**src/hdl/sndcw_pkg.sv**
```systemverilog
// ----------------------------------------------------------------------------
// sndcw_pkg
// Shared constants, codes and control types of the sender congestion window.
// ----------------------------------------------------------------------------
package sndcw_pkg;

    // field widths
    localparam int SEQ_W   = 32;
    localparam int WIN_W   = 24;
    localparam int LEN_W   = 16;
    localparam int OP_W    = 2;
    localparam int DUP_W   = 3;
    localparam int CFG_IDX_W = 2;
    localparam int CFG_DAT_W = 16;

    // divider: one quotient bit per step over the mss dividend
    localparam int DIV_STEPS = LEN_W;
    localparam int DIV_CNT_W = $clog2(DIV_STEPS + 1);

    // opcodes
    localparam logic [OP_W-1:0] OP_ACK     = 2'd0;
    localparam logic [OP_W-1:0] OP_TIMEOUT = 2'd1;
    localparam logic [OP_W-1:0] OP_SEND    = 2'd2;
    localparam logic [OP_W-1:0] OP_NONE    = 2'd3;

    // configuration register indexes
    localparam logic [CFG_IDX_W-1:0] CFG_MSS  = 2'd0;
    localparam logic [CFG_IDX_W-1:0] CFG_PLIM = 2'd1;

    // reset values
    localparam logic [LEN_W-1:0] MSS_RESET  = 16'd1024;
    localparam logic [LEN_W-1:0] PLIM_RESET = 16'd1008;
    localparam logic [WIN_W-1:0] SWIN_RESET = 24'd1024;
    localparam logic [WIN_W-1:0] CWND_RESET = 24'd1;
    localparam logic [WIN_W-1:0] THR_RESET  = 24'd20480;
    localparam logic [SEQ_W-1:0] SEQ_RESET  = 32'd1;

    localparam logic [WIN_W-1:0] WIN_MAX     = {WIN_W{1'b1}};
    localparam logic [DUP_W-1:0] DUP_MAX     = 3'd7;
    localparam logic [DUP_W-1:0] DUP_TRIGGER = 3'd3;

    // controller to datapath
    typedef struct packed {
        logic capture;
        logic prep;
        logic div_start;
        logic commit;
    } t_cmd;

    // datapath to controller
    typedef struct packed {
        logic need_div;
        logic div_done;
        logic out_free;
    } t_status;

endpackage

```
**src/hdl/sender_congestion_window.sv**
```systemverilog
// ----------------------------------------------------------------------------
// sender_congestion_window
// Reno-style sender window controller: acks, timeouts and segment requests.
// ----------------------------------------------------------------------------
// Flow: each item is captured, prepared and committed into the output
//   register; new acks in congestion avoidance also pass through the
//   16-step mss / cwnd divider first. The commit waits for room in the
//   output register; one item is in work at a time, and the next is taken
//   while a finished result waits in the output register.
// Reset: synchronous, active low; sets window state and configuration
//   registers to start values and clears control state, no clearing pass.
module sender_congestion_window (
    input  logic                               i_clk,
    input  logic                               i_rst_n,
    // configuration write
    input  logic                               i_cfg_valid,
    output logic                               o_cfg_ready,
    input  logic [sndcw_pkg::CFG_IDX_W-1:0]    i_cfg_index,
    input  logic [sndcw_pkg::CFG_DAT_W-1:0]    i_cfg_data,
    // input items
    input  logic                               i_in_valid,
    output logic                               o_in_stall,
    input  logic [sndcw_pkg::OP_W-1:0]         i_opcode,
    input  logic [sndcw_pkg::SEQ_W-1:0]        i_ack_seq,
    input  logic [sndcw_pkg::LEN_W-1:0]        i_ack_length,
    input  logic [sndcw_pkg::WIN_W-1:0]        i_recv_window,
    input  logic [sndcw_pkg::SEQ_W-1:0]        i_queued_end,
    // result items
    output logic                               o_out_valid,
    input  logic                               i_out_stall,
    output logic                               o_send_valid,
    output logic [sndcw_pkg::SEQ_W-1:0]        o_segment_seq,
    output logic [sndcw_pkg::LEN_W-1:0]        o_segment_length,
    output logic                               o_timer_restart,
    output logic [sndcw_pkg::WIN_W-1:0]        o_window_now,
    output logic [sndcw_pkg::WIN_W-1:0]        o_cwnd_now,
    output logic [sndcw_pkg::WIN_W-1:0]        o_threshold_now
);

    sndcw_pkg::t_cmd    w_cmd;
    sndcw_pkg::t_status w_status;
    logic               w_busy;

    assign o_cfg_ready = 1'b1;
    assign o_in_stall  = w_busy;

    sndcw_ctrl u_ctrl (
        .i_clk      (i_clk),
        .i_rst_n    (i_rst_n),
        .i_in_valid (i_in_valid),
        .i_status   (w_status),
        .o_cmd      (w_cmd),
        .o_busy     (w_busy)
    );

    sndcw_datapath u_dp (
        .i_clk            (i_clk),
        .i_rst_n          (i_rst_n),
        .i_cmd            (w_cmd),
        .o_status         (w_status),
        .i_cfg_we         (i_cfg_valid),
        .i_cfg_index      (i_cfg_index),
        .i_cfg_data       (i_cfg_data),
        .i_opcode         (i_opcode),
        .i_ack_seq        (i_ack_seq),
        .i_ack_length     (i_ack_length),
        .i_recv_window    (i_recv_window),
        .i_queued_end     (i_queued_end),
        .i_out_stall      (i_out_stall),
        .o_out_valid      (o_out_valid),
        .o_send_valid     (o_send_valid),
        .o_segment_seq    (o_segment_seq),
        .o_segment_length (o_segment_length),
        .o_timer_restart  (o_timer_restart),
        .o_window_now     (o_window_now),
        .o_cwnd_now       (o_cwnd_now),
        .o_threshold_now  (o_threshold_now)
    );

endmodule

```
**src/hdl/sndcw_divider.sv**
```systemverilog
// ----------------------------------------------------------------------------
// sndcw_divider
// Restoring divider, one quotient bit per cycle, for the mss / cwnd growth.
// ----------------------------------------------------------------------------
module sndcw_divider (
    input  logic                           i_clk,
    input  logic                           i_rst_n,
    input  logic                           i_start,
    input  logic [sndcw_pkg::LEN_W-1:0]    i_dividend,
    input  logic [sndcw_pkg::WIN_W-1:0]    i_divisor,
    output logic                           o_done,
    output logic [sndcw_pkg::LEN_W-1:0]    o_quotient
);

    logic                              r_busy, n_busy;
    logic                              r_have, n_have;
    logic [sndcw_pkg::DIV_CNT_W-1:0]   r_cnt, n_cnt;
    logic [sndcw_pkg::WIN_W:0]         r_rem, n_rem;
    logic [sndcw_pkg::LEN_W-1:0]       r_dvd, n_dvd;
    logic [sndcw_pkg::WIN_W-1:0]       r_dsr, n_dsr;
    logic [sndcw_pkg::WIN_W:0]         w_shift;
    logic                              w_ge;

    // shift in the next dividend bit and try the subtract
    assign w_shift = {r_rem[sndcw_pkg::WIN_W-1:0], r_dvd[sndcw_pkg::LEN_W-1]};
    assign w_ge    = (w_shift >= {1'b0, r_dsr});

    always_comb begin
        n_busy = r_busy;
        n_have = r_have;
        n_cnt  = r_cnt;
        n_rem  = r_rem;
        n_dvd  = r_dvd;
        n_dsr  = r_dsr;
        if (i_start) begin
            n_busy = 1'b1;
            n_have = 1'b0;
            n_cnt  = sndcw_pkg::DIV_CNT_W'(sndcw_pkg::DIV_STEPS);
            n_rem  = '0;
            n_dvd  = i_dividend;
            n_dsr  = i_divisor;
        end else if (r_busy) begin
            n_rem = w_ge ? (w_shift - {1'b0, r_dsr}) : w_shift;
            n_dvd = {r_dvd[sndcw_pkg::LEN_W-2:0], w_ge};
            n_cnt = r_cnt - 1'b1;
            if (r_cnt == sndcw_pkg::DIV_CNT_W'(1)) begin
                n_busy = 1'b0;
                n_have = 1'b1;
            end
        end
    end

    always_ff @(posedge i_clk) begin
        if (!i_rst_n) begin
            r_busy <= 1'b0;
            r_have <= 1'b0;
            r_cnt  <= '0;
        end else begin
            r_busy <= n_busy;
            r_have <= n_have;
            r_cnt  <= n_cnt;
        end
        r_rem <= n_rem;
        r_dvd <= n_dvd;
        r_dsr <= n_dsr;
    end

    assign o_done     = r_have & ~r_busy;
    assign o_quotient = r_dvd;

endmodule

```
**src/hdl/sndcw_datapath.sv**
```systemverilog
// ----------------------------------------------------------------------------
// sndcw_datapath
// Window state, item capture, update arithmetic and the output register.
// ----------------------------------------------------------------------------
module sndcw_datapath (
    input  logic                               i_clk,
    input  logic                               i_rst_n,
    input  sndcw_pkg::t_cmd                    i_cmd,
    output sndcw_pkg::t_status                 o_status,
    // configuration
    input  logic                               i_cfg_we,
    input  logic [sndcw_pkg::CFG_IDX_W-1:0]    i_cfg_index,
    input  logic [sndcw_pkg::CFG_DAT_W-1:0]    i_cfg_data,
    // item fields
    input  logic [sndcw_pkg::OP_W-1:0]         i_opcode,
    input  logic [sndcw_pkg::SEQ_W-1:0]        i_ack_seq,
    input  logic [sndcw_pkg::LEN_W-1:0]        i_ack_length,
    input  logic [sndcw_pkg::WIN_W-1:0]        i_recv_window,
    input  logic [sndcw_pkg::SEQ_W-1:0]        i_queued_end,
    // result
    input  logic                               i_out_stall,
    output logic                               o_out_valid,
    output logic                               o_send_valid,
    output logic [sndcw_pkg::SEQ_W-1:0]        o_segment_seq,
    output logic [sndcw_pkg::LEN_W-1:0]        o_segment_length,
    output logic                               o_timer_restart,
    output logic [sndcw_pkg::WIN_W-1:0]        o_window_now,
    output logic [sndcw_pkg::WIN_W-1:0]        o_cwnd_now,
    output logic [sndcw_pkg::WIN_W-1:0]        o_threshold_now
);

    localparam int SW = sndcw_pkg::SEQ_W;
    localparam int WW = sndcw_pkg::WIN_W;
    localparam int LW = sndcw_pkg::LEN_W;

    // configuration registers
    logic [LW-1:0] r_mss, r_plim;

    // window state
    logic [WW-1:0]               r_swin, n_swin;
    logic [WW-1:0]               r_cwnd, n_cwnd;
    logic [WW-1:0]               r_thr,  n_thr;
    logic [SW-1:0]               r_base, n_base;
    logic [SW-1:0]               r_nseq, n_nseq;
    logic [sndcw_pkg::DUP_W-1:0] r_dup,  n_dup;

    // captured item and prepared terms
    logic [sndcw_pkg::OP_W-1:0] r_op;
    logic [SW-1:0]              r_aseq, r_qend;
    logic [LW-1:0]              r_alen;
    logic [WW-1:0]              r_rwin;
    logic                       r_is_new, r_slow;
    logic [SW:0]                r_limit;

    // output register
    logic          r_out_valid;
    logic          r_send_valid, n_send_valid;
    logic [SW-1:0] r_seg_seq,    n_seg_seq;
    logic [LW-1:0] r_seg_len,    n_seg_len;
    logic          r_timer,      n_timer;

    logic          w_is_new, w_slow;
    logic          w_div_done;
    logic [LW-1:0] w_quot;

    // classify the captured item
    assign w_is_new = (r_aseq >= r_base);
    assign w_slow   = (r_cwnd < r_thr) || (r_cwnd == '0);

    assign o_status.need_div = (r_op == sndcw_pkg::OP_ACK) && w_is_new && !w_slow;
    assign o_status.div_done = w_div_done;
    assign o_status.out_free = !r_out_valid || !i_out_stall;

    sndcw_divider u_div (
        .i_clk      (i_clk),
        .i_rst_n    (i_rst_n),
        .i_start    (i_cmd.div_start),
        .i_dividend (r_mss),
        .i_divisor  (r_cwnd),
        .o_done     (w_div_done),
        .o_quotient (w_quot)
    );

    // update terms
    logic [WW:0]             w_sum;
    logic [WW-1:0]           w_add;
    logic [sndcw_pkg::DUP_W-1:0] w_dup_inc;
    logic [WW-1:0]           w_thr_half;
    logic [SW:0]             w_seq33, w_qend33, w_top, w_len33;
    logic                    w_room;
    logic [LW-1:0]           w_len;

    assign w_add      = r_slow ? {{(WW-LW){1'b0}}, r_mss} : {{(WW-LW){1'b0}}, w_quot};
    assign w_sum      = {1'b0, r_cwnd} + {1'b0, w_add};
    assign w_dup_inc  = (r_dup < sndcw_pkg::DUP_MAX) ? r_dup + 1'b1 : r_dup;
    assign w_thr_half = r_thr >> 1;

    assign w_seq33  = {1'b0, r_nseq};
    assign w_qend33 = {1'b0, r_qend};
    assign w_room   = (w_seq33 < r_limit) && (r_nseq <= r_qend);
    assign w_top    = (r_limit < w_qend33) ? r_limit : w_qend33;
    assign w_len33  = w_top - w_seq33;
    assign w_len    = (w_len33 > {{(SW+1-LW){1'b0}}, r_plim}) ? r_plim : w_len33[LW-1:0];

    // next state and result of the item
    always_comb begin
        n_swin       = r_swin;
        n_cwnd       = r_cwnd;
        n_thr        = r_thr;
        n_base       = r_base;
        n_nseq       = r_nseq;
        n_dup        = r_dup;
        n_send_valid = 1'b0;
        n_seg_seq    = '0;
        n_seg_len    = '0;
        n_timer      = 1'b0;
        unique case (r_op)
            sndcw_pkg::OP_ACK: begin
                if (r_is_new) begin
                    n_base = r_aseq + {{(SW-LW){1'b0}}, r_alen};
                    n_cwnd = w_sum[WW] ? sndcw_pkg::WIN_MAX : w_sum[WW-1:0];
                    n_dup  = '0;
                end else begin
                    n_dup = w_dup_inc;
                    if (w_dup_inc == sndcw_pkg::DUP_TRIGGER) begin
                        n_thr  = w_thr_half;
                        n_cwnd = w_thr_half;
                    end
                end
                n_swin  = (r_rwin < n_cwnd) ? r_rwin : n_cwnd;
                n_timer = (n_base != r_nseq);
            end
            sndcw_pkg::OP_TIMEOUT: begin
                n_thr   = w_thr_half;
                n_cwnd  = {{(WW-LW){1'b0}}, r_mss};
                n_timer = 1'b1;
            end
            sndcw_pkg::OP_SEND: begin
                if (w_room && (w_len != '0)) begin
                    n_send_valid = 1'b1;
                    n_seg_seq    = r_nseq;
                    n_seg_len    = w_len;
                    n_timer      = (r_base == r_nseq);
                    n_nseq       = r_nseq + {{(SW-LW){1'b0}}, w_len};
                end
            end
            sndcw_pkg::OP_NONE: begin
            end
            default: begin
            end
        endcase
    end

    // configuration and window state
    always_ff @(posedge i_clk) begin
        if (!i_rst_n) begin
            r_mss  <= sndcw_pkg::MSS_RESET;
            r_plim <= sndcw_pkg::PLIM_RESET;
            r_swin <= sndcw_pkg::SWIN_RESET;
            r_cwnd <= sndcw_pkg::CWND_RESET;
            r_thr  <= sndcw_pkg::THR_RESET;
            r_base <= sndcw_pkg::SEQ_RESET;
            r_nseq <= sndcw_pkg::SEQ_RESET;
            r_dup  <= '0;
        end else begin
            if (i_cfg_we && (i_cfg_index == sndcw_pkg::CFG_MSS)) begin
                r_mss <= i_cfg_data;
            end
            if (i_cfg_we && (i_cfg_index == sndcw_pkg::CFG_PLIM)) begin
                r_plim <= i_cfg_data;
            end
            if (i_cmd.commit) begin
                r_swin <= n_swin;
                r_cwnd <= n_cwnd;
                r_thr  <= n_thr;
                r_base <= n_base;
                r_nseq <= n_nseq;
                r_dup  <= n_dup;
            end
        end
    end

    // capture the item, then hold the prepared terms
    always_ff @(posedge i_clk) begin
        if (i_cmd.capture) begin
            r_op   <= i_opcode;
            r_aseq <= i_ack_seq;
            r_alen <= i_ack_length;
            r_rwin <= i_recv_window;
            r_qend <= i_queued_end;
        end
        if (i_cmd.prep) begin
            r_is_new <= w_is_new;
            r_slow   <= w_slow;
            r_limit  <= {1'b0, r_base} + {{(SW+1-WW){1'b0}}, r_swin};
        end
    end

    // output register: load on commit, drop once taken
    always_ff @(posedge i_clk) begin
        if (!i_rst_n) begin
            r_out_valid <= 1'b0;
        end else if (i_cmd.commit) begin
            r_out_valid <= 1'b1;
        end else if (!i_out_stall) begin
            r_out_valid <= 1'b0;
        end
        if (i_cmd.commit) begin
            r_send_valid <= n_send_valid;
            r_seg_seq    <= n_seg_seq;
            r_seg_len    <= n_seg_len;
            r_timer      <= n_timer;
        end
    end

    assign o_out_valid      = r_out_valid;
    assign o_send_valid     = r_send_valid;
    assign o_segment_seq    = r_seg_seq;
    assign o_segment_length = r_seg_len;
    assign o_timer_restart  = r_timer;
    assign o_window_now     = r_swin;
    assign o_cwnd_now       = r_cwnd;
    assign o_threshold_now  = r_thr;

endmodule

```
**src/hdl/sndcw_ctrl.sv**
```systemverilog
// ----------------------------------------------------------------------------
// sndcw_ctrl
// Sequencer: capture, prepare, optional divide, then commit into the output.
// ----------------------------------------------------------------------------
module sndcw_ctrl (
    input  logic                 i_clk,
    input  logic                 i_rst_n,
    input  logic                 i_in_valid,
    input  sndcw_pkg::t_status   i_status,
    output sndcw_pkg::t_cmd      o_cmd,
    output logic                 o_busy
);

    localparam logic [1:0] S_IDLE = 2'd0;
    localparam logic [1:0] S_PREP = 2'd1;
    localparam logic [1:0] S_DIV  = 2'd2;
    localparam logic [1:0] S_DONE = 2'd3;

    logic [1:0] r_state, n_state;

    always_comb begin
        n_state         = r_state;
        o_cmd.capture   = 1'b0;
        o_cmd.prep      = 1'b0;
        o_cmd.div_start = 1'b0;
        o_cmd.commit    = 1'b0;
        unique case (r_state)
            S_IDLE: begin
                if (i_in_valid) begin
                    o_cmd.capture = 1'b1;
                    n_state       = S_PREP;
                end
            end
            S_PREP: begin
                o_cmd.prep = 1'b1;
                if (i_status.need_div) begin
                    o_cmd.div_start = 1'b1;
                    n_state         = S_DIV;
                end else begin
                    n_state = S_DONE;
                end
            end
            S_DIV: begin
                if (i_status.div_done) begin
                    n_state = S_DONE;
                end
            end
            S_DONE: begin
                // wait for room in the output register
                if (i_status.out_free) begin
                    o_cmd.commit = 1'b1;
                    n_state      = S_IDLE;
                end
            end
            default: begin
                n_state = S_IDLE;
            end
        endcase
    end

    always_ff @(posedge i_clk) begin
        if (!i_rst_n) begin
            r_state <= S_IDLE;
        end else begin
            r_state <= n_state;
        end
    end

    assign o_busy = (r_state != S_IDLE);

endmodule

```
**config.mk**
```make
export PLATFORM = sky130hd
export DESIGN_NAME = sender_congestion_window
export DESIGN_NICKNAME = d
export VERILOG_FILES = /design/src/hdl/sndcw_pkg.sv /design/src/hdl/sender_congestion_window.sv /design/src/hdl/sndcw_divider.sv /design/src/hdl/sndcw_datapath.sv /design/src/hdl/sndcw_ctrl.sv
export SDC_FILE = /design/constraint.sdc
export NUM_CORES = 1
export LEC_CHECK = 0
export BUFFER_PORTS_ARGS = -buffer_cell sky130_fd_sc_hd__buf_2
export CORE_MARGIN = 1.5
export CORE_UTILIZATION = 40
export CTS_CLUSTER_SIZE = 12
export DETAILED_ROUTE_END_ITERATION = 7
export PLACE_DENSITY = 0.59
export SLEW_MARGIN = 20
export SYNTH_ARGS = -nofsm -noshare
export SYNTH_HDL_FRONTEND = slang
export SYNTH_HIERARCHICAL = 1
export SYNTH_SLANG_ARGS = --single-unit
```
**constraint.sdc**
```tcl
create_clock -name i_clk -period 18.9 [get_ports i_clk]
set_input_delay 3.78 -clock i_clk [delete_from_list [all_inputs] [get_ports i_clk]]
set_output_delay 3.78 -clock i_clk [all_outputs]
set_load 0.02 [all_outputs]
```
Word level (Yosys, flattened, before mapping)
Cells that the tools add are included.
{"block": "classes", "n_eq_ne": 16, "n_reduce_logical": 27, "n_addsub": 8, "muxes": 40, "bitwise": 3, "magnitude_cmp": 9}
{"cell": "24-bit two-way mux", "count": 8}
{"cell": "24-bit one-hot mux with 2 select lines", "count": 2}
{"cell": "32-bit by 16-bit adder with 32-bit output", "count": 2}
{"cell": "16-bit two-way mux", "count": 4}
{"cell": "32-bit two-way mux", "count": 2}
{"cell": "24-bit < comparator", "count": 2}
{"cell": "32-bit by 24-bit adder with 33-bit output", "count": 1}
{"cell": "33-bit by 16-bit greater-than comparator with 1-bit output", "count": 1}
{"cell": "32-bit by 33-bit < comparator with 1-bit output", "count": 1}
{"cell": "33-bit by 32-bit < comparator with 1-bit output", "count": 1}
{"cell": "33-bit two-way mux", "count": 1}
{"cell": "33-bit by 32-bit subtractor with 33-bit output", "count": 1}
{"cell": "32-bit == test", "count": 1}
{"cell": "32-bit >= comparator", "count": 1}
{"cell": "32-bit <= comparator", "count": 1}
{"cell": "32-bit != test", "count": 1}
{"cell": "24-bit by 24-bit adder with 25-bit output", "count": 1}
{"cell": "25-bit by 24-bit >= comparator with 1-bit output", "count": 1}
{"cell": "24-bit logical NOT", "count": 1}
{"cell": "24-bit subtractor", "count": 1}
{"cell": "16-bit nonzero test", "count": 1}
{"cell": "1-bit two-way mux", "count": 13}
{"cell": "5-bit two-way mux", "count": 2}
{"cell": "2-bit two-way mux", "count": 4}
{"cell": "other kinds (23)", "count": 49}
{"block": "word_totals", "elab_cells": 132, "inputBits": 129, "reg_bits": 436, "out_inout_bits": 125}

Logic depth before layout (Yosys ltp)
Gate-level depths: netlist of run 1.
{"block": "depth", "depth_word": 9, "mapped_depth": 47, "ltp_nobuf": 45}

By module
Netlist of run 1, hierarchy kept.
{"module": "sndcw_datapath", "cells_per_inst": 2838, "n_inst": 1, "area_each_um2": 25303.0, "seq_area_each_um2": 8998.6}
{"module": "sndcw_divider", "cells_per_inst": 469, "n_inst": 1, "area_each_um2": 4414.2, "seq_area_each_um2": 1821.7}
{"module": "sndcw_ctrl", "cells_per_inst": 28, "n_inst": 1, "area_each_um2": 234.0, "seq_area_each_um2": 40.0}
{"module": "sender_congestion_window", "cells_per_inst": 2, "n_inst": 1, "area_each_um2": 11.3, "seq_area_each_um2": 0.0}

Least setup slack after synthesis of run 1
Ideal clock, no wire load.
{"block": "synth_timing", "path_type": "flip-flop to flip-flop", "startpoint": "register u_dp.r_qend[1]", "endpoint": "register u_dp.r_nseq[31]", "path_stages_with_launch": 46, "slack_ns": 8.918, "required_time_ns": 18.828, "arrival_time_ns": 9.910, "n_path_buf": 2, "setup_ns": 0.072, "synth_period_minus_slack_ns": 9.982, "path_cell_list": "edfxtp_1 -> inv_1 -> ha_1 -> a21o_1 -> a21oi_1 -> nor2b_1 -> o21ai_0 -> a21oi_1 -> o41ai_1 -> o2111a_1 -> o31ai_1 -> a21oi_1 -> clkbuf_1 -> mux2i_1 -> ha_1 -> inv_1 -> fa_1 -> a211oi_1 -> [... 10 more ...] -> o2111ai_1 -> nor4b_4 -> clkbuf_1 -> nor2_1 -> a21oi_1 -> inv_1 -> ha_1 -> a211o_1 -> a21oi_1 -> o21ai_0 -> a41oi_1 -> a211oi_1 -> and4_1 -> nor2_1 -> a2111oi_0 -> and3_1 -> and4_1 -> mux2i_1"}
{"block": "synth_between", "elab_chain_len": 8, "elab_cells_between_ends": 11, "classes_between": "add/sub: 2; order compare: 3; mux: 2; reduce/logical: 4"}
{"element": "start: declaration", "line_no": "sndcw_datapath.sv:49", "text": "logic [SW-1:0] r_aseq, r_qend;"}
{"element": "start signal: assignment", "line_no": "sndcw_datapath.sv:190", "text": "r_qend <= i_queued_end;"}
{"element": "33-bit by 32-bit < comparator with 1-bit output", "line_no": "sndcw_datapath.sv:101", "text": "assign w_top = (r_limit < w_qend33) ? r_limit : w_qend33;"}
{"element": "33-bit two-way mux (*)", "line_no": "sndcw_datapath.sv:101"}
{"element": "33-bit by 32-bit subtractor with 33-bit output (*)", "line_no": "sndcw_datapath.sv:102", "text": "assign w_len33 = w_top - w_seq33;"}
{"element": "33-bit by 16-bit greater-than comparator with 1-bit output", "line_no": "sndcw_datapath.sv:103", "text": "assign w_len = (w_len33 > {{(SW+1-LW){1'b0}}, r_plim}) ? r_plim : w_len33[LW-1:0];"}
{"element": "16-bit two-way mux (*)", "line_no": "sndcw_datapath.sv:103"}
{"element": "via u_dp.w_len[1]", "line_no": "sndcw_datapath.sv:91", "text": "logic [LW-1:0] w_len;"}
{"element": "parallel branches: the longest is 3 deep, another holds 32-bit by 16-bit adder with 32-bit output"}
{"element": "end signal: assignment", "line_no": "sndcw_datapath.sv:163", "text": "r_nseq <= sndcw_pkg::SEQ_RESET;"}
{"element": "end signal: assignment", "line_no": "sndcw_datapath.sv:177", "text": "r_nseq <= n_nseq;"}
{"element": "end: declaration", "line_no": "sndcw_datapath.sv:44", "text": "logic [SW-1:0] r_nseq, n_nseq;"}
Mark *: on every way through the listed nets, which the timed path passes.
A chain may end at the register's enable or synchronous reset.

Worst setup path in the final report of run 1
{"block": "layout_timing", "startpoint": "register u_dp.r_qend[1]", "endpoint": "register u_dp.r_nseq[28]"}
{"block": "layout_between", "elab_chain_len": 8, "elab_cells_between_ends": 11, "classes_between": "add/sub: 2; order compare: 3; mux: 2; reduce/logical: 4"}
{"element": "parallel branches: the longest is 8 deep, another holds 33-bit by 32-bit < comparator with 1-bit output"}
Parallel ways; which one is timed is not known.

==> results of run 1 <==
[cells by family after synthesis]
group	count (synthesis)	synth area share, %
AO/OA/AOI/OAI	888	19.5
XOR/XNOR	163	4.86
adder cells (fa/ha/maj)	321	13.6
buffers and inverters	404	5.31
flip-flops	427	36.2
multiplexers	107	3.72
other	2	0.0251
AND/OR/NAND/NOR	1025	16.8
[path summary, 6_finish.rpt]
path / startpoint / end / slack, ns / cells after the start
max reg2reg: u_dp/r_qend[1] / u_dp/r_nseq[28] / 7.61 / 45
min: u_dp/u_div/r_have / u_dp/u_div/r_have / 0.47 / 2
min reg2reg: u_dp/u_div/r_have / u_dp/u_div/r_have / 0.47 / 2
max: u_dp/r_qend[1] / u_dp/r_nseq[28] / 7.61 / 45
[synthesized netlist by cell type (all sizes together) (19+ instances only)]
| cell | n | area share (%) |
|---|---|---|
| ha | 315 | 13 |
| nand2 | 268 | 3.4 |
| inv | 251 | 3.1 |
| a21oi | 250 | 4.2 |
| edfxtp | 231 | 23 |
| nor2 | 231 | 2.9 |
| dfxtp | 196 | 13 |
| o21ai | 180 | 3.0 |
| clkbuf | 121 | 1.5 |
| nor3 | 109 | 1.8 |
| xnor2 | 103 | 3.0 |
| nand3 | 94 | 1.6 |
| a21o | 74 | 1.9 |
| mux2i | 73 | 2.4 |
| a211oi | 68 | 1.7 |
| nand4 | 62 | 1.3 |
| xor2 | 58 | 1.7 |
| nor4 | 42 | 0.88 |
| nor2b | 41 | 0.86 |
| o21a | 40 | 1.0 |
| and3 | 38 | 0.79 |
| a31oi | 37 | 0.77 |
| mux2 | 34 | 1.3 |
| and2 | 33 | 0.69 |
| o211ai | 32 | 0.80 |
| buf | 30 | 0.61 |
| a311oi | 27 | 0.79 |
| nand2b | 26 | 0.54 |
| o31ai | 19 | 0.48 |
[report_power, final]
| part | internal, uW | leakage, uW | switching [uW] |
|---|---|---|---|
| sequential | 1110 | 0.00384 | 92.0 |
| clock | 540 | 0.000753 | 421 |
| combinational | 571 | 0.00939 | 971 |
| total | 2230 | 0.0140 | 1480 |
[metal layers]
| metal | up-vias | track usage [%] | wire [um] |
|---|---|---|---|
| li1 | 12700 | - | - |
| met4 | 8 | 7.40 | 2910 |
| met5 | - | 0 | 45 |
| met1 | 12500 | 37.5 | 48000 |
| met2 | 924 | 36.1 | 40300 |
| met3 | 153 | 4.27 | 7360 |
[worst register-to-register path, delay by kind of cell, from the launching register on]
kind	cells	cell delay [ns]
buffers and inverters	5	1.07
DFF	1	0.36
and+or+nand+nor	8	1.55
adders and majority gates	6	1.76
muxes	2	0.58
AOI/OAI and AO/OA	23	5.54
xor gates and xnor gates	1	0.29
[flip-flops by register name, indices dropped and copies added, names as in the netlist, 3 cells and up]
name / cells
u_dp/r_nseq: 32
u_dp/r_qend: 32
u_dp/r_rwin: 24
u_dp/o_threshold_now: 15
u_dp/o_window_now: 24
u_dp/u_div/o_quotient: 16
u_dp/o_cwnd_now: 24
u_dp/r_base: 32
u_dp/r_dup: 3
u_dp/u_div/r_dsr: 24
u_dp/o_segment_length: 16
u_dp/r_aseq: 32
u_dp/o_segment_seq: 32
u_dp/r_plim: 16
u_dp/u_div/r_cnt: 5
u_dp/r_limit: 33
u_dp/r_mss: 16
u_dp/u_div/r_rem: 24
u_dp/r_alen: 16
[cell usage in the layout, fill, tap and decap left out, types with 38 or more instances in the layout]
master       n
buf_2      242
nand2_1    267
xnor2_1    103
clkbuf_16   51
o21ai_0    177
nor2_1     228
mux2i_1     71
a21oi_1    249
ha_1       314
edfxtp_1   231
o21a_1      40
inv_1      250
nor2b_1     41
and3_1      38
nand4_1     62
nor3_1     109
dfxtp_1    196
nor4_1      42
a211oi_1    68
nand3_1     94
xor2_1      58
a21o_1      74
[stage by stage]
step	hold WS, ns	setup slack, ns
2_1_floorplan	0.432	8.92
5_1_grt	0.499	6.85
3_3_place_gp	0.445	7.94
6_report	0.471	7.61
3_5_place_dp	0.462	7.77
4_1_cts	0.475	7.76
[cell type report]
| cell class | instances | area share [%] |
|---|---|---|
| clock buffers | 64 | 3.93 |
| diodes | 3 | 0.0223 |
| clock inverters | 28 | 0.761 |
| repair buffers | 275 | 4.39 |
| well taps | 969 | 3.60 |
| multi-input cells | 2514 | 52.3 |
| flip-flops and latches | 427 | 32.2 |
| inverters | 253 | 2.82 |
==> flow_metrics.tcl, run 1 <==
set metrics [dict create \
    vias 26300 \
    hold_violations 0 \
    ys_seq_area_share_pct 36.2 \
    critPathKind "flop to flop" \
    cts_tree "yes" \
    ctsHtreeMaxLevel 2 \
    drive_gt1_share_pct 12.0 \
    netlist_area_um2 30000 \
    arrival_ns 11.79 \
    holdCritPathClass "flop to flop" \
    gp_congestion 0.929 \
    grt_pass1_wl_mm 148 \
    cp-start-kind "flop" \
    critPathTopFamily "compound AO/OA/AOI/OAI gates" \
    vias_per_cell 5.79 \
    p_per_area_nw_per_um2 110 \
    clock_latency_ns 0.62 \
    yosysWarnings 6 \
    multiInputGateArea_um2 17600 \
    grt_start_max_net_pins 72 \
    clk_path_buf_depth 3 \
    worst_pin_slew_ns 1.10 \
    cp_slowest_cell "a311oi_1" \
    wl_per_cell_um 21.8 \
    overflow 0 \
    post_cts_buffers 0 \
    crit_path_end_kind "flop" \
    clockRootBuffer "clkbuf_16" \
    tns_ns 0 \
    place_inst 4437 \
    dr.pass1.iters 6 \
    setup_viol 0 \
    grt_usage_pct 24.9 \
    core_um2 74300 \
    io_pins 254 \
    synthCells 3337 \
    status "complete, no violations" \
    syn_area_per_cell_um2 8.98 \
    period_needed_ns 11.29 \
    drc 0 \
    slew_violations 0 \
    required_ns 19.40 \
    cts-hold-fix-buffers 0 \
    crit_buf_inv 5 \
    fillers 7331 \
    fin_util_pct 45.4 \
    crit_top_cell "ha_1" \
    finalWirelength_mm 98.6 \
    nets 3971 \
    dpl-instance-area_um2 32100 \
    rows 100 \
    skew_ns 0.0188 \
    finalInstanceArea_um2 33700 \
    fin_cells 4533 \
    first_iter_violations 2448 \
    cap_violations 0 \
    initial_core_util_pct 40.3 \
    synth_seq_cells 427 \
    hpwl_mm 76.1 \
    synth_edf_count 231 \
    clk_pin_slew_worst_paths_ns 0.06 \
    synthDistinctLibCells 91 \
    clock-sinks 427 \
    antenna_found_initial 7 \
    fp.dieH_um 277 \
    cts_inserted_buffers 50 \
    dieArea_um2 76600 \
    rsz0062_at_grt "no" \
    port_buffers 243 \
    grt_pass1_vias 24000 \
    finalCritPeriodShare_pct 59.7 \
    totalPowerFinal_uw 3710 \
    syn_to_final_growth_pct 12.5 \
    die_x_um 277 \
    async_flop_share_pct 0 \
    peakVddDrop_mv 0.0780 \
    maxSlewHeadroom_pct 26.0 \
    seqCellArea_um2 10900 \
    p_leak_uw 0.0140 \
    ys.flop_type "edfxtp_1" \
    crit_fanout 33 \
    cpPeakStageDelay_ns 0.71 \
    ant_nets 0 \
    clock.fmax_mhz 88.6 \
    ctsResizeCount 0 \
]
No activity file was read; power rests on OpenSTA's default activity.
==> inputs of run 2 (changes only) <==
Settings changed: ABC_AREA set to 1.
Clock period 18.9 ns to 11.25 ns, I/O delays scaled along.
==> flow_metrics.tcl, run 2 <==
set metrics [dict create \
    crit_path_end_kind "flop" \
    gp_congestion 0.955 \
    switching_share_pct 42.1 \
    grt_usage_pct 25.5 \
    required_ns 11.77 \
    fillers 7888 \
    clockRootBuffer "clkbuf_16" \
    synthTopCellsByCount "nand2_1 (1068), inv_1 (613), a21oi_1 (348)" \
    clock-sinks 427 \
    vias 28700 \
    slew_violations 0 \
    core_um2 77200 \
    fin_util_pct 45.2 \
    intPower_uw 3640 \
    power_frac_seq_pct 31.9 \
    multiInputGateArea_um2 17300 \
    use_met2_pct 38.6 \
    clk_path_buf_depth 3 \
    yosysTopAreaCell "edfxtp_1" \
    ctsResizeCount 0 \
    cts_inserted_buffers 51 \
    yosysMostFrequentCell "nand2_1" \
    final_cell_mix "nand2_1 (1068), inv_1 (610), a21oi_1 (347), ha_1 (314), nor2_1 (292)" \
    netlist_area_um2 31100 \
    yosysWarnings 6 \
    synth_seq_cells 427 \
    critPathKind "flop to flop" \
    p_sw_uw 2640 \
    overflow 0 \
    arrival_ns 9.93 \
    finalCritPeriodShare_pct 83.6 \
    finalWirelength_mm 103 \
    worst_pin_slew_ns 1.08 \
    async_flop_share_pct 0 \
    maxSlewHeadroom_pct 27.6 \
    mostFrequentLayoutCell "nand2_1" \
    first_iter_violations 2578 \
    holdCritPathClass "flop to flop" \
    vias_per_cell 5.24 \
    power.share.clock_pct 26.4 \
    initial_core_util_pct 40.3 \
    seqCellArea_um2 10900 \
    antenna_found_initial 6 \
    busiest_layer "met2" \
    ys_seq_area_share_pct 34.9 \
    synthTopCellsByArea "edfxtp_1 (22%), nand2_1 (13%), ha_1 (13%)" \
    fp.dieH_um 282 \
    nets 4847 \
    clk_pin_slew_worst_paths_ns 0.06 \
    p_per_area_nw_per_um2 180 \
    dieArea_um2 79400 \
    comb_power_share_pct 41.7 \
    ys.flop_type "edfxtp_1" \
    rsz0062_at_grt "no" \
    peakVddDrop_mv 0.129 \
    cts_tree "yes" \
    synthDistinctLibCells 70 \
    grt_pass1_wl_mm 154 \
    critPathTopFamily "simple AND/OR/NAND/NOR gates" \
    finalInstanceArea_um2 34900 \
    skew_ns 0.0253 \
    cp_slowest_cell "a2111oi_0" \
    post_cts_buffers 0 \
    cpPeakStageDelay_ns 0.49 \
    tns_ns 0 \
    grt_start_max_net_pins 87 \
    totalPowerFinal_uw 6280 \
    drive_gt1_share_pct 9.95 \
    use_met3_pct 3.61 \
    setup_viol 0 \
    largest_reg_flops 33 \
    crit_fanout 64 \
    ant_nets 0 \
    wl_per_cell_um 18.7 \
    hpwl_mm 81.5 \
    cts-hold-fix-buffers 0 \
    clock_latency_ns 0.63 \
    clock.fmax_mhz 106 \
    p_leak_uw 0.0167 \
    io_pins 254 \
    synth_top_area_share_pct 22.3 \
    ctsHtreeMaxLevel 2 \
    dpl-instance-area_um2 33200 \
    top_register "u_dp/r_limit" \
    synth_edf_count 231 \
    drc 0 \
    met1_usage_pct 37.0 \
    syn_area_per_cell_um2 7.41 \
    hold_violations 0 \
    timing.hold.ws_ns 0.475 \
    cp-start-kind "flop" \
    cap_violations 0 \
    port_buffers 243 \
    rows 102 \
    grt_pass1_vias 26500 \
    crit_buf_inv 6 \
    syn_to_final_growth_pct 12.3 \
    crit_top_cell "nand2_1" \
    period_needed_ns 9.41 \
    dr.pass1.iters 5 \
    status "complete, no violations" \
    synthCells 4196 \
    die_x_um 282 \
]
[run 2: kinds of logic after synthesis]
kind of cell | share of synthesized area (%)
simple gates | 24.1
buf+inv | 9.69
mux | 0.435
fa+ha+maj | 13.1
flops | 34.9
compound gates | 13.7
other cells | 0.0242
xor+xnor | 4.06
[run 2: layer usage]
metal	up-vias	part of all wire, %
met4	4	3.3
met2	957	43
li1	14400	-
met3	151	6.7
met1	13300	47
met5	-	0.018
[run 2: cell type report]
cell class | count | share of cell area (%)
Clock inverter | 31 | 0.835
Antenna cell | 2 | 0.0143
Clock buffer | 65 | 3.96
Sequential cell | 427 | 31.1
Tap cell | 1040 | 3.73
Multi-Input combinational cell | 3009 | 49.5
Inverter | 644 | 6.94
Timing Repair Buffer | 264 | 3.94
[run 2: tightest hold or removal path, cell delays in order (launching register included)]
cell,delay [ns]
dfxtp_1,0.31
nand2_1,0.06
a31oi_1,0.06
[run 2: power groups by stage]
stage	Clock, uW	Sequential (uW)	Combinational [uW]
CTS	1690	2000	2590
global placement	0	2030	2560
global route	1740	2020	2970
detailed placement	0	2040	2580
finish	1660	2000	2620
floorplan	0	2000	1880
[run 2: per-stage QoR]
step	cells	setup WS [ns]
6_report	5482	1.84
4_1_cts	5480	1.92
3_5_place_dp	5384	1.94
2_1_floorplan	4204	3.55
3_3_place_gp	5384	2.07
5_1_grt	5481	0.811
[run 2: path summary, 6_finish.rpt]
path | to | cells past startpoint | from | slack [ns]
setup / recovery | u_dp/r_nseq[18] | 52 | u_dp/r_qend[2] | 1.84
setup reg to reg | u_dp/r_nseq[18] | 52 | u_dp/r_qend[2] | 1.84
hold reg to reg | u_dp/u_div/r_cnt[4] | 2 | u_dp/u_div/r_cnt[4] | 0.47
hold / removal | u_dp/u_div/r_cnt[4] | 2 | u_dp/u_div/r_cnt[4] | 0.47
